**src/sv/assert_macros.svh**
```systemverilog
// Assertion helpers for the deframer blocks
`ifndef ASSERT_MACROS_SVH
`define ASSERT_MACROS_SVH

// Checks a property on every rising clock edge and is held off while in reset
`define RWD_ASSERT(lbl, prop, msg) \
    lbl: assert property (@(posedge clk) disable iff (!rst_n) prop) else $error(msg);

`endif

```
**src/sv/rwd_pkg.sv**
```systemverilog
// ----------------------------------------------------------------------------
// rwd_pkg
// Shared types and constants for the RIFF/WAVE stream deframer.
// ----------------------------------------------------------------------------
package rwd_pkg;

    localparam logic [1:0] REG_MAX_FILE = 2'd0;
    localparam logic [1:0] REG_MIN_RATE = 2'd1;
    localparam logic [1:0] REG_MAX_RATE = 2'd2;

    localparam logic [28:0] MAX_FILE_RESET = 29'd268435456;
    localparam logic [31:0] MIN_RATE_RESET = 32'd8000;
    localparam logic [31:0] MAX_RATE_RESET = 32'd192000;

    localparam logic [3:0] ST_OK       = 4'd0;
    localparam logic [3:0] ST_NOT_WAVE = 4'd1;
    localparam logic [3:0] ST_SIZE     = 4'd2;
    localparam logic [3:0] ST_BAD_FMT  = 4'd3;
    localparam logic [3:0] ST_NO_DATA  = 4'd4;
    localparam logic [3:0] ST_CHANNELS = 4'd5;
    localparam logic [3:0] ST_RATE     = 4'd6;
    localparam logic [3:0] ST_FORMAT   = 4'd7;
    localparam logic [3:0] ST_DEPTH    = 4'd8;

    localparam logic [31:0] TAG_FMT    = 32'h20746D66;
    localparam logic [31:0] TAG_DATA   = 32'h61746164;
    localparam logic [15:0] FMT_EXT    = 16'hFFFE;
    localparam logic [15:0] FMT_PCM    = 16'd1;
    localparam logic [15:0] FMT_FLOAT  = 16'd3;

    localparam int unsigned FIFO_DEPTH = 4;
    localparam int unsigned FIFO_AW    = 2;

    typedef struct packed {
        logic        kind;
        logic [31:0] left;
        logic [31:0] right;
        logic        stereo;
        logic        flt;
        logic [31:0] rate;
        logic [3:0]  code;
        logic        last;
    } result_t;

    typedef struct packed {
        logic [1:0] n;
        result_t    r0;
        result_t    r1;
    } push_t;

    function automatic logic [7:0] riff_char(input logic [1:0] i);
        logic [7:0] c;
        unique case (i)
            2'd0: c = 8'h52;
            2'd1: c = 8'h49;
            2'd2: c = 8'h46;
            default: c = 8'h46;
        endcase
        return c;
    endfunction

    function automatic logic [7:0] wave_char(input logic [1:0] i);
        logic [7:0] c;
        unique case (i)
            2'd0: c = 8'h57;
            2'd1: c = 8'h41;
            2'd2: c = 8'h56;
            default: c = 8'h45;
        endcase
        return c;
    endfunction

endpackage

```
**src/sv/riff_wave_stream_deframer.sv**
```systemverilog
// ----------------------------------------------------------------------------
// riff_wave_stream_deframer
// Byte-stream WAV parser emitting audio frames and one closing status.
// ----------------------------------------------------------------------------
// channel  direction  handshake          payload
// in       sink       in_valid/in_stall  file_byte, end_of_file
// out      source     out_valid/out_stall result_kind .. last_of_run
// cfg      sink       cfg_valid/cfg_ready cfg_index, cfg_data
//
// One byte per clock while in_stall is low; each byte is fully handled in the cycle it is taken.
// A byte may yield a frame and a status; the 4-entry result queue stalls input
// while fewer than two slots are free.
// Reset clears all parse state and loads the register defaults.
module riff_wave_stream_deframer
(
    input  logic               clk,
    input  logic               rst_n,
    input  logic               in_valid,
    output logic               in_stall,
    input  logic [7:0]         file_byte,
    input  logic               end_of_file,
    output logic               out_valid,
    input  logic               out_stall,
    output logic               result_kind,
    output logic signed [31:0] left_sample,
    output logic signed [31:0] right_sample,
    output logic               is_stereo,
    output logic               float_samples,
    output logic [31:0]        sample_rate,
    output logic [3:0]         status_code,
    output logic               last_of_run,
    input  logic               cfg_valid,
    output logic               cfg_ready,
    input  logic [1:0]         cfg_index,
    input  logic [31:0]        cfg_data
);

    rwd_pkg::push_t   push;
    rwd_pkg::result_t head;
    logic             room;
    logic             accept;

    assign in_stall = ~room;
    assign accept = in_valid & room;
    assign cfg_ready = 1'b1;

    rwd_parser u_parser
    (
        .clk         (clk),
        .rst_n       (rst_n),
        .accept      (accept),
        .file_byte   (file_byte),
        .end_of_file (end_of_file),
        .cfg_we      (cfg_valid & cfg_ready),
        .cfg_idx     (cfg_index),
        .cfg_wdata   (cfg_data),
        .push        (push)
    );

    rwd_out_fifo u_fifo
    (
        .clk       (clk),
        .rst_n     (rst_n),
        .push      (push),
        .room      (room),
        .out_valid (out_valid),
        .out_stall (out_stall),
        .head      (head)
    );

    assign result_kind   = head.kind;
    assign left_sample   = head.left;
    assign right_sample  = head.right;
    assign is_stereo     = head.stereo;
    assign float_samples = head.flt;
    assign sample_rate   = head.rate;
    assign status_code   = head.code;
    assign last_of_run   = head.last;

endmodule

```
**src/sv/rwd_parser.sv**
```systemverilog
// ----------------------------------------------------------------------------
// rwd_parser
// Chunk walker, fmt capture and sample assembly; one byte per cycle while accept is high.
// ----------------------------------------------------------------------------
module rwd_parser
(
    input  logic              clk,
    input  logic              rst_n,
    input  logic              accept,
    input  logic [7:0]        file_byte,
    input  logic              end_of_file,
    input  logic              cfg_we,
    input  logic [1:0]        cfg_idx,
    input  logic [31:0]       cfg_wdata,
    output rwd_pkg::push_t    push
);

    typedef enum logic [6:0] {
        PH_HEADER = 7'b0000001,
        PH_CHUNK  = 7'b0000010,
        PH_FMT    = 7'b0000100,
        PH_SKIP   = 7'b0001000,
        PH_DATA   = 7'b0010000,
        PH_DONE   = 7'b0100000,
        PH_DRAIN  = 7'b1000000
    } phase_t;

    logic [28:0] max_file_reg;
    logic [31:0] min_rate_reg, max_rate_reg;

    phase_t      phase_reg, phase_next;
    logic [28:0] seen_reg, seen_next;
    logic        match_reg, match_next;
    logic [31:0] tag_reg, tag_next;
    logic [31:0] len_reg, len_next;
    logic [4:0]  bo_reg, bo_next;
    logic [32:0] skip_reg, skip_next;
    logic [15:0] fmt_reg, fmt_next;
    logic [15:0] chan_reg, chan_next;
    logic [31:0] rate_reg, rate_next;
    logic [15:0] bits_reg, bits_next;
    logic [31:0] drem_reg, drem_next;
    logic [31:0] shift_reg, shift_next;
    logic [1:0]  sidx_reg, sidx_next;
    logic        cidx_reg, cidx_next;
    logic [31:0] held_reg, held_next;

    logic [29:0] count;
    logic        mismatch;
    logic [4:0]  bo_inc;
    logic [2:0]  bps;
    logic [1:0]  sh;
    logic        code_v, frame_v, do_clear;
    logic [3:0]  code;
    logic [31:0] fl, fr;
    logic [3:0]  chk;
    rwd_pkg::result_t st_res, fr_res;

    always_ff @(posedge clk or negedge rst_n)
    begin
        if (!rst_n)
        begin
            max_file_reg <= rwd_pkg::MAX_FILE_RESET;
            min_rate_reg <= rwd_pkg::MIN_RATE_RESET;
            max_rate_reg <= rwd_pkg::MAX_RATE_RESET;
        end
        else if (cfg_we)
        begin
            unique case (cfg_idx)
                rwd_pkg::REG_MAX_FILE: max_file_reg <= cfg_wdata[28:0];
                rwd_pkg::REG_MIN_RATE: min_rate_reg <= cfg_wdata;
                rwd_pkg::REG_MAX_RATE: max_rate_reg <= cfg_wdata;
                default: ;
            endcase
        end
    end

    // stream check at the data header, in priority order
    always_comb
    begin
        if (chan_reg != 16'd1 && chan_reg != 16'd2)
            chk = rwd_pkg::ST_CHANNELS;
        else if (rate_reg < min_rate_reg || rate_reg > max_rate_reg)
            chk = rwd_pkg::ST_RATE;
        else if (fmt_reg != rwd_pkg::FMT_PCM && fmt_reg != rwd_pkg::FMT_FLOAT)
            chk = rwd_pkg::ST_FORMAT;
        else if (fmt_reg == rwd_pkg::FMT_PCM && bits_reg != 16'd16 && bits_reg != 16'd24
                 && bits_reg != 16'd32)
            chk = rwd_pkg::ST_DEPTH;
        else if (fmt_reg == rwd_pkg::FMT_FLOAT && bits_reg != 16'd32)
            chk = rwd_pkg::ST_DEPTH;
        else
            chk = rwd_pkg::ST_OK;
    end

    always_comb
    begin
        phase_next = phase_reg; seen_next = seen_reg; match_next = match_reg;
        tag_next = tag_reg; len_next = len_reg; bo_next = bo_reg; skip_next = skip_reg;
        fmt_next = fmt_reg; chan_next = chan_reg; rate_next = rate_reg;
        bits_next = bits_reg; drem_next = drem_reg; shift_next = shift_reg;
        sidx_next = sidx_reg; cidx_next = cidx_reg; held_next = held_reg;
        code_v = 1'b0; code = rwd_pkg::ST_OK; frame_v = 1'b0; fl = '0; fr = '0;
        do_clear = 1'b0;
        count = {1'b0, seen_reg} + 30'd1;
        mismatch = 1'b0;
        bo_inc = bo_reg + 5'd1;
        bps = bits_reg[5:3];
        sh = 2'(3'd4 - bps + {1'b0, sidx_reg});

        if (accept)
        begin
            if (phase_reg == PH_DRAIN)
            begin
                do_clear = end_of_file;
            end
            else
            begin
                if (seen_reg != '1)
                    seen_next = seen_reg + 29'd1;
                if (count > {1'b0, max_file_reg})
                begin
                    code_v = 1'b1;
                    code = rwd_pkg::ST_SIZE;
                end
                else
                begin
                    unique case (phase_reg)
                        PH_HEADER:
                        begin
                            if (seen_reg < 29'd4 && file_byte != rwd_pkg::riff_char(seen_reg[1:0]))
                                mismatch = 1'b1;
                            if (seen_reg >= 29'd8 && seen_reg < 29'd12
                                && file_byte != rwd_pkg::wave_char(seen_reg[1:0]))
                                mismatch = 1'b1;
                            match_next = match_reg & ~mismatch;
                            if (count == 30'd12 && !end_of_file)
                            begin
                                if (!match_next)
                                begin
                                    code_v = 1'b1;
                                    code = rwd_pkg::ST_NOT_WAVE;
                                end
                                else
                                begin
                                    phase_next = PH_CHUNK;
                                    bo_next = '0;
                                end
                            end
                        end
                        PH_CHUNK:
                        begin
                            if (bo_reg < 5'd4)
                                tag_next = {file_byte, tag_reg[31:8]};
                            else
                                len_next = {file_byte, len_reg[31:8]};
                            bo_next = bo_inc;
                            if (bo_inc == 5'd8)
                            begin
                                bo_next = '0;
                                skip_next = {1'b0, len_next} + 33'(len_next[0]);
                                if (tag_next == rwd_pkg::TAG_FMT)
                                begin
                                    if (len_next < 32'd16)
                                    begin
                                        code_v = 1'b1;
                                        code = rwd_pkg::ST_BAD_FMT;
                                    end
                                    else
                                    begin
                                        phase_next = PH_FMT;
                                        shift_next = '0;
                                    end
                                end
                                else if (tag_next == rwd_pkg::TAG_DATA)
                                begin
                                    if (chk != rwd_pkg::ST_OK)
                                    begin
                                        code_v = 1'b1;
                                        code = chk;
                                    end
                                    else
                                    begin
                                        drem_next = len_next;
                                        shift_next = '0;
                                        sidx_next = '0;
                                        cidx_next = 1'b0;
                                        phase_next = (len_next != '0) ? PH_DATA : PH_DONE;
                                    end
                                end
                                else
                                begin
                                    phase_next = (skip_next != '0) ? PH_SKIP : PH_CHUNK;
                                end
                            end
                        end
                        PH_FMT, PH_SKIP:
                        begin
                            if (phase_reg == PH_FMT)
                            begin
                                priority if (bo_reg == 5'd0)
                                    fmt_next[7:0] = file_byte;
                                else if (bo_reg == 5'd1)
                                    fmt_next[15:8] = file_byte;
                                else if (bo_reg == 5'd2)
                                    chan_next[7:0] = file_byte;
                                else if (bo_reg == 5'd3)
                                    chan_next[15:8] = file_byte;
                                else if (bo_reg >= 5'd4 && bo_reg <= 5'd7)
                                begin
                                    unique case (bo_reg[1:0])
                                        2'd0: rate_next[7:0]   = file_byte;
                                        2'd1: rate_next[15:8]  = file_byte;
                                        2'd2: rate_next[23:16] = file_byte;
                                        default: rate_next[31:24] = file_byte;
                                    endcase
                                end
                                else if (bo_reg == 5'd14)
                                    bits_next[7:0] = file_byte;
                                else if (bo_reg == 5'd15)
                                    bits_next[15:8] = file_byte;
                                else if ((bo_reg == 5'd24 || bo_reg == 5'd25)
                                         && fmt_reg == rwd_pkg::FMT_EXT && len_reg >= 32'd40)
                                begin
                                    if (bo_reg == 5'd24)
                                        shift_next = {24'd0, file_byte};
                                    else
                                    begin
                                        fmt_next = {file_byte, shift_reg[7:0]};
                                        shift_next = '0;
                                    end
                                end
                                else ;
                            end
                            if (bo_reg != '1)
                                bo_next = bo_inc;
                            if (skip_reg != '0)
                                skip_next = skip_reg - 33'd1;
                            if (skip_next == '0)
                            begin
                                phase_next = PH_CHUNK;
                                bo_next = '0;
                            end
                        end
                        PH_DATA:
                        begin
                            shift_next = shift_reg | (32'(file_byte) << {sh, 3'b000});
                            if ({1'b0, sidx_reg} + 3'd1 >= bps)
                            begin
                                if (chan_reg == 16'd2 && !cidx_reg)
                                begin
                                    held_next = shift_next;
                                    cidx_next = 1'b1;
                                end
                                else
                                begin
                                    frame_v = 1'b1;
                                    fl = (chan_reg == 16'd2) ? held_reg : shift_next;
                                    fr = (chan_reg == 16'd2) ? shift_next : 32'd0;
                                    cidx_next = 1'b0;
                                end
                                shift_next = '0;
                                sidx_next = '0;
                            end
                            else
                            begin
                                sidx_next = sidx_reg + 2'd1;
                            end
                            drem_next = drem_reg - 32'd1;
                            if (drem_next == '0)
                                phase_next = PH_DONE;
                        end
                        default: ;
                    endcase
                end

                if (end_of_file && !code_v)
                begin
                    code_v = 1'b1;
                    unique case (phase_next)
                        PH_HEADER: code = rwd_pkg::ST_SIZE;
                        PH_FMT: code = (bo_next < 5'd16) ? rwd_pkg::ST_BAD_FMT
                                                         : rwd_pkg::ST_NO_DATA;
                        PH_DATA, PH_DONE: code = rwd_pkg::ST_OK;
                        default: code = rwd_pkg::ST_NO_DATA;
                    endcase
                end
                if (code_v)
                begin
                    if (end_of_file)
                        do_clear = 1'b1;
                    else
                        phase_next = PH_DRAIN;
                end
                else if (end_of_file)
                begin
                    do_clear = 1'b1;
                end
            end
        end

        // result fields see the updated fmt values, before any clear
        st_res.kind = 1'b1;
        st_res.left = '0;
        st_res.right = '0;
        st_res.stereo = (chan_next == 16'd2);
        st_res.flt = (fmt_next == rwd_pkg::FMT_FLOAT);
        st_res.rate = rate_next;
        st_res.code = code;
        st_res.last = 1'b1;
        fr_res = st_res;
        fr_res.kind = 1'b0;
        fr_res.left = fl;
        fr_res.right = fr;
        fr_res.code = rwd_pkg::ST_OK;
        fr_res.last = ~code_v;

        push.n = {1'b0, frame_v} + {1'b0, code_v};
        push.r0 = frame_v ? fr_res : st_res;
        push.r1 = st_res;

        if (do_clear)
        begin
            phase_next = PH_HEADER; seen_next = '0; match_next = 1'b1;
            tag_next = '0; len_next = '0; bo_next = '0; skip_next = '0;
            fmt_next = '0; chan_next = '0; rate_next = '0; bits_next = '0;
            drem_next = '0; shift_next = '0; sidx_next = '0; cidx_next = 1'b0;
            held_next = '0;
        end
    end

    always_ff @(posedge clk or negedge rst_n)
    begin
        if (!rst_n)
        begin
            phase_reg <= PH_HEADER; seen_reg <= '0; match_reg <= 1'b1;
            tag_reg <= '0; len_reg <= '0; bo_reg <= '0; skip_reg <= '0;
            fmt_reg <= '0; chan_reg <= '0; rate_reg <= '0; bits_reg <= '0;
            drem_reg <= '0; shift_reg <= '0; sidx_reg <= '0; cidx_reg <= 1'b0;
            held_reg <= '0;
        end
        else
        begin
            phase_reg <= phase_next; seen_reg <= seen_next; match_reg <= match_next;
            tag_reg <= tag_next; len_reg <= len_next; bo_reg <= bo_next;
            skip_reg <= skip_next; fmt_reg <= fmt_next; chan_reg <= chan_next;
            rate_reg <= rate_next; bits_reg <= bits_next; drem_reg <= drem_next;
            shift_reg <= shift_next; sidx_reg <= sidx_next; cidx_reg <= cidx_next;
            held_reg <= held_next;
        end
    end

endmodule

```
**src/sv/rwd_out_fifo.sv**
```systemverilog
// ----------------------------------------------------------------------------
// rwd_out_fifo
// Result queue; takes up to two results per cycle, delivers one while out_stall is low.
// ----------------------------------------------------------------------------
`include "assert_macros.svh"

module rwd_out_fifo
(
    input  logic              clk,
    input  logic              rst_n,
    input  rwd_pkg::push_t    push,
    output logic              room,
    output logic              out_valid,
    input  logic              out_stall,
    output rwd_pkg::result_t  head
);

    rwd_pkg::result_t mem [rwd_pkg::FIFO_DEPTH];

    logic [rwd_pkg::FIFO_AW-1:0] wp_reg, wp_next, rp_reg, rp_next;
    logic [rwd_pkg::FIFO_AW:0]   cnt_reg, cnt_next;
    logic                        pop;

    assign out_valid = (cnt_reg != '0);
    assign pop = out_valid & ~out_stall;
    // two free slots needed: one item may cause a frame and a status
    assign room = (cnt_reg <= 3'(rwd_pkg::FIFO_DEPTH - 2));
    assign head = mem[rp_reg];

    always_comb
    begin
        wp_next = wp_reg + push.n;
        rp_next = rp_reg + {{(rwd_pkg::FIFO_AW-1){1'b0}}, pop};
        cnt_next = cnt_reg + {1'b0, push.n} - {{rwd_pkg::FIFO_AW{1'b0}}, pop};
    end

    always_ff @(posedge clk)
    begin
        if (push.n != 2'd0)
            mem[wp_reg] <= push.r0;
        if (push.n == 2'd2)
            mem[wp_reg + 2'd1] <= push.r1;
    end

    always_ff @(posedge clk or negedge rst_n)
    begin
        if (!rst_n)
        begin
            wp_reg <= '0;
            rp_reg <= '0;
            cnt_reg <= '0;
        end
        else
        begin
            wp_reg <= wp_next;
            rp_reg <= rp_next;
            cnt_reg <= cnt_next;
        end
    end

    `RWD_ASSERT(a_no_overflow, ({1'b0, cnt_reg} + 4'(push.n) <= 4'(rwd_pkg::FIFO_DEPTH)), "result queue overflow")
    `RWD_ASSERT(a_pop_only, (pop && push.n == 2'd0 |=> cnt_reg == $past(cnt_reg) - 3'd1), "count off after pop")
    `RWD_ASSERT(a_pair_last, (push.n == 2'd2 |-> !push.r0.last && push.r1.last), "bad last flags in pair")

endmodule
```
**config.mk**
```make
export PLATFORM = sky130hd
export DESIGN_NAME = riff_wave_stream_deframer
export DESIGN_NICKNAME = d
export VERILOG_FILES = /design/src/sv/rwd_pkg.sv /design/src/sv/riff_wave_stream_deframer.sv /design/src/sv/rwd_parser.sv /design/src/sv/rwd_out_fifo.sv
export VERILOG_INCLUDE_DIRS = /design/src /design/src/sv
export SDC_FILE = /design/constraint.sdc
export NUM_CORES = 2
export LEC_CHECK = 0
export CORE_ASPECT_RATIO = 1.25
export CORE_MARGIN = 4
export CORE_UTILIZATION = 47
export CTS_BUF_LIST = sky130_fd_sc_hd__clkbuf_8
export DETAILED_ROUTE_END_ITERATION = 10
export DONT_BUFFER_PORTS = 1
export SKIP_CTS_REPAIR_TIMING = 1
export SYNTH_ARGS = -nofsm -noshare
export SYNTH_HDL_FRONTEND = slang
export SYNTH_HIERARCHICAL = 1
export SYNTH_SLANG_ARGS = --single-unit
```
**constraint.sdc**
```tcl
create_clock -name clk -period 12.8 [get_ports clk]
set_input_delay 0.64 -clock clk [delete_from_list [all_inputs] [get_ports clk]]
set_output_delay 0.64 -clock clk [all_outputs]
set_load 0.01 [all_outputs]
```
==> flow_summary_export.csv <==
group,metric,value,unit
timing,grt_setup_unrepaired,"false",
clock_network,cts-htree-levels,4,
logic_synthesis,syn_avg_cell_area,11.21,um2
route,viasPerCell,6.040,
grt,grt_overflow,0,
route,vias,34170,
worst_setup_path,r2r_slack,2.90,ns
timing,fin_crit_sh,0.7736,
grt,use_met1,0.3140,
logic_synthesis,synth_flop_cell,"edfxtp_1",
clock_network,clock_path_buffers,3,
floorplan,core_area,102000,um2
min_path,hold_path_class,"in2async",
route,wl_per_cell,24.03,um
pwr,pwr-share-clk,0.332,
pwr,ir_worst_vdd,94.90,uV
floorplan,num_io_pins,155,
pwr,p_int,4.794,mW
run_status,violations,"hold timing, slew limit",
timing,hold_viol_final,28,
logic_synthesis,synth-edff-count,416,
clock_network,cts_tree,"built",
place,hpwl,86.31,mm
logic_synthesis,netlist_instances,4307,
final_layout,utilization,0.5080,
timing,fmax,101.0,MHz
grt,grt_max_degree,419,
grt,grt_pass1_vias,33760,
timing,period_needed,9.902,ns
pwr,powerDensity,137.7,nW/um2
place,numPortBuffers,0,
worst_setup_path,worst_ep_arrival_time,10.37,ns
pwr,sw_frac_of_total,0.3276,
worst_setup_path,crit_path_cell_trace,"ha_1 > nand4_1 > nor4_1 > and3_1 > nor3b_1 > xor2_1 > ha_1 > a21oi_1 > a21boi_0 > o21bai_1 > nand4_1 > o211ai_1 > nand2_1 > nor2_1 > nand3_1 > o21bai_4 > buf_4 > inv_1 > ha_1 > nor2b_2 > and3b_4 > a21o_4 > buf_4",
worst_setup_path,end_kind,"flip-flop",
timing,setup_viol,0,
clock_network,root_buffer,"clkbuf_8",
logic_synthesis,ys_top_cells_by_area,"edfxtp_1 26%, dfrtp_1 21%, mux2_2 8.8%, mux4_2 4.9%, ha_1 3.2%",
route,drcViolationCount,0,
worst_setup_path,critPathRequiredTime,13.27,ns
worst_setup_path,rr_startpoint,"u_parser/seen_reg[0]",
worst_setup_path,slowest_delay,0.95,ns
timing,max_slew_margin,-0.9427,
logic_synthesis,synth_cell_type_count,106,
grt,top_usage_layer,"met2",
logic_synthesis,yosysTopAreaCell,"edfxtp_1",
floorplan,fp.dieH,366.3,um
logic_synthesis,ys_async_sr_fraction,0.5012,
clock_network,cts_sinks,834,
final_layout,layout-drive-gt1-share,0.2010,
worst_setup_path,critical_path_class,"reg2reg",
pwr,p_leak,21.60,nW
clock_network,cts_made_buffers,140,
route,firstDrtPassIters,6,
timing,skew,0.04126,ns
timing,fin_tns_setup,0,ns
floorplan,die_area,107900,um2
worst_setup_path,cpMostUsedCell,"ha_1",
pwr,pwr-share-seq,0.447,
worst_setup_path,r2r-end,"u_fifo/mem[2][34]",
final_layout,nets,4378,
logic_synthesis,ys_seq_elements,834,
logic_synthesis,synth_top_area_share,0.2587,
route,ant_nets,0,
grt,met3_usage,0.04754,
flow_run,cap_violations,0,
final_layout,area_growth,7.275,%
timing,whs,-0.2473,ns
worst_setup_path,path_max_fanout,59,
run_status,status,"finished, violations left",
worst_setup_path,slowest_stage,"nor4_1",
pwr,power_frac_comb,0.220,
floorplan,dieWidth,294.7,um
worst_setup_path,worstRegToRegCells,23,
timing,tightestPinTransition,2.914,ns
worst_setup_path,start_kind,"flip-flop",
grt,grtUsageMet2,0.4187,
pwr,switchingPower,2.335,mW
route,drt_iter0_drc,2711,
clock_network,path_clk_slew,0.06,ns
logic_synthesis,syn_area,48280,um2
floorplan,num_rows,131,
route,wirelength,136.0,mm
grt,grt_antenna_before_repair,5,
pwr,power,7.129,mW
clock_network,clk_latency,0.85,ns
grt,grt_pass1_wl,205.7,mm
final_layout,largest_register_ffs,416,
grt,grt_use_total,0.2444,
place,place_congestion,0.8995,
timing,drv_slew,417,
logic_synthesis,ys_seq_area_frac,0.4758,
logic_synthesis,yosysWarnings,6,
floorplan,start_util,0.4736,
critical path, delay by kind of cell, from the launching register on:
family | cells | cell delay [ns]
compound gates | 6 | 1.88
xor+xnor | 1 | 0.24
fa+ha+maj | 3 | 1.19
buf+inv | 3 | 1.15
flops | 1 | 0.53
simple gates | 10 | 4.38
kinds of logic (layout without fill, tap and decap cells):
logic type	count (synthesis)	after routing	synth area share
buffers and inverters	547	499	0.05598
and+or+nand+nor	1199	1199	0.1242
DFF	834	834	0.4758
other	3	71	0.0002332
AOI/OAI and AO/OA	846	846	0.1109
adders and majority gates	124	124	0.03229
muxes	675	675	0.1863
xor gates and xnor gates	79	79	0.01433
synthesized netlist by cell type, types with 93 or more instances:
master	n
a211oi_1	93
nor2_1	368
nand2_1	288
dfrtp_1	402
buf_4	107
edfxtp_1	416
a21oi_1	205
mux2_2	378
clkbuf_1	197
mux4_2	104
inv_1	146
o21ai_0	248
ha_1	123
per-stage QoR:
| stage | setup WS, ns | cells | instance area (um2) |
|---|---|---|---|
| after floorplan | 2.711 | 4371 | 48520 |
| after global placement | 3.260 | 5346 | 48510 |
| after CTS | 2.922 | 5605 | 51280 |
| final | 2.898 | 5657 | 51790 |
| after detailed placement | 2.957 | 5346 | 48510 |
| after global routing | 2.178 | 5656 | 51790 |
power groups by stage:
stage | clock network (mW) | logic, mW | registers (mW)
2_1_floorplan | 0 | 1.19 | 3.14
3_3_place_gp | 0 | 1.52 | 3.24
3_5_place_dp | 0 | 1.53 | 3.24
4_1_cts | 2.43 | 1.54 | 3.19
5_1_grt | 2.56 | 1.71 | 3.22
6_report | 2.37 | 1.57 | 3.19
worst max path at each step:
stage,start,cells past startpoint,end
after floorplan,u_parser/seen_reg[0],23,u_fifo/mem[3][0]
after global placement,u_parser/seen_reg[0],23,u_fifo/mem[2][31]
after detailed placement,u_parser/seen_reg[0],23,u_fifo/mem[2][23]
after CTS,u_parser/seen_reg[0],23,u_fifo/mem[2][99]
after global routing,u_parser/seen_reg[0],23,u_fifo/mem[2][25]
final,u_parser/seen_reg[0],23,u_fifo/mem[2][34]
cell type report:
class,instances,area (um2)
Clock buffer,160,2202
Clock inverter,99,568.0
Inverter,147,551.8
Multi-Input combinational cell,2990,22950
Fill cell,9140,50160
Tap cell,1330,1664
Timing Repair Buffer,93,860.8
Antenna cell,4,10.01
Sequential cell,834,22980
cell usage in the layout (no fill, tap or decap), types with 58 or more instances in the layout:
cell type	count
edfxtp_1	416
dfrtp_1	400
mux2_2	378
nor2_1	364
nand2_1	286
o21ai_0	248
inv_1	204
a21oi_1	203
clkbuf_8	160
ha_1	123
mux4_2	104
a211oi_1	93
nand3_1	91
mux2_4	76
nor3_1	72
conb_1	67
mux2_1	66
a31oi_1	66
nand4_1	61
and2_1	58
metal layers:
metal / up-vias / routed length, um
met1: 17100 / 56290
li1: 15730 / -
met3: 258 / 8084
met4: 0 / 4085
met2: 1081 / 67490
met5: - / 0
Power figures use the tool's default switching activity.
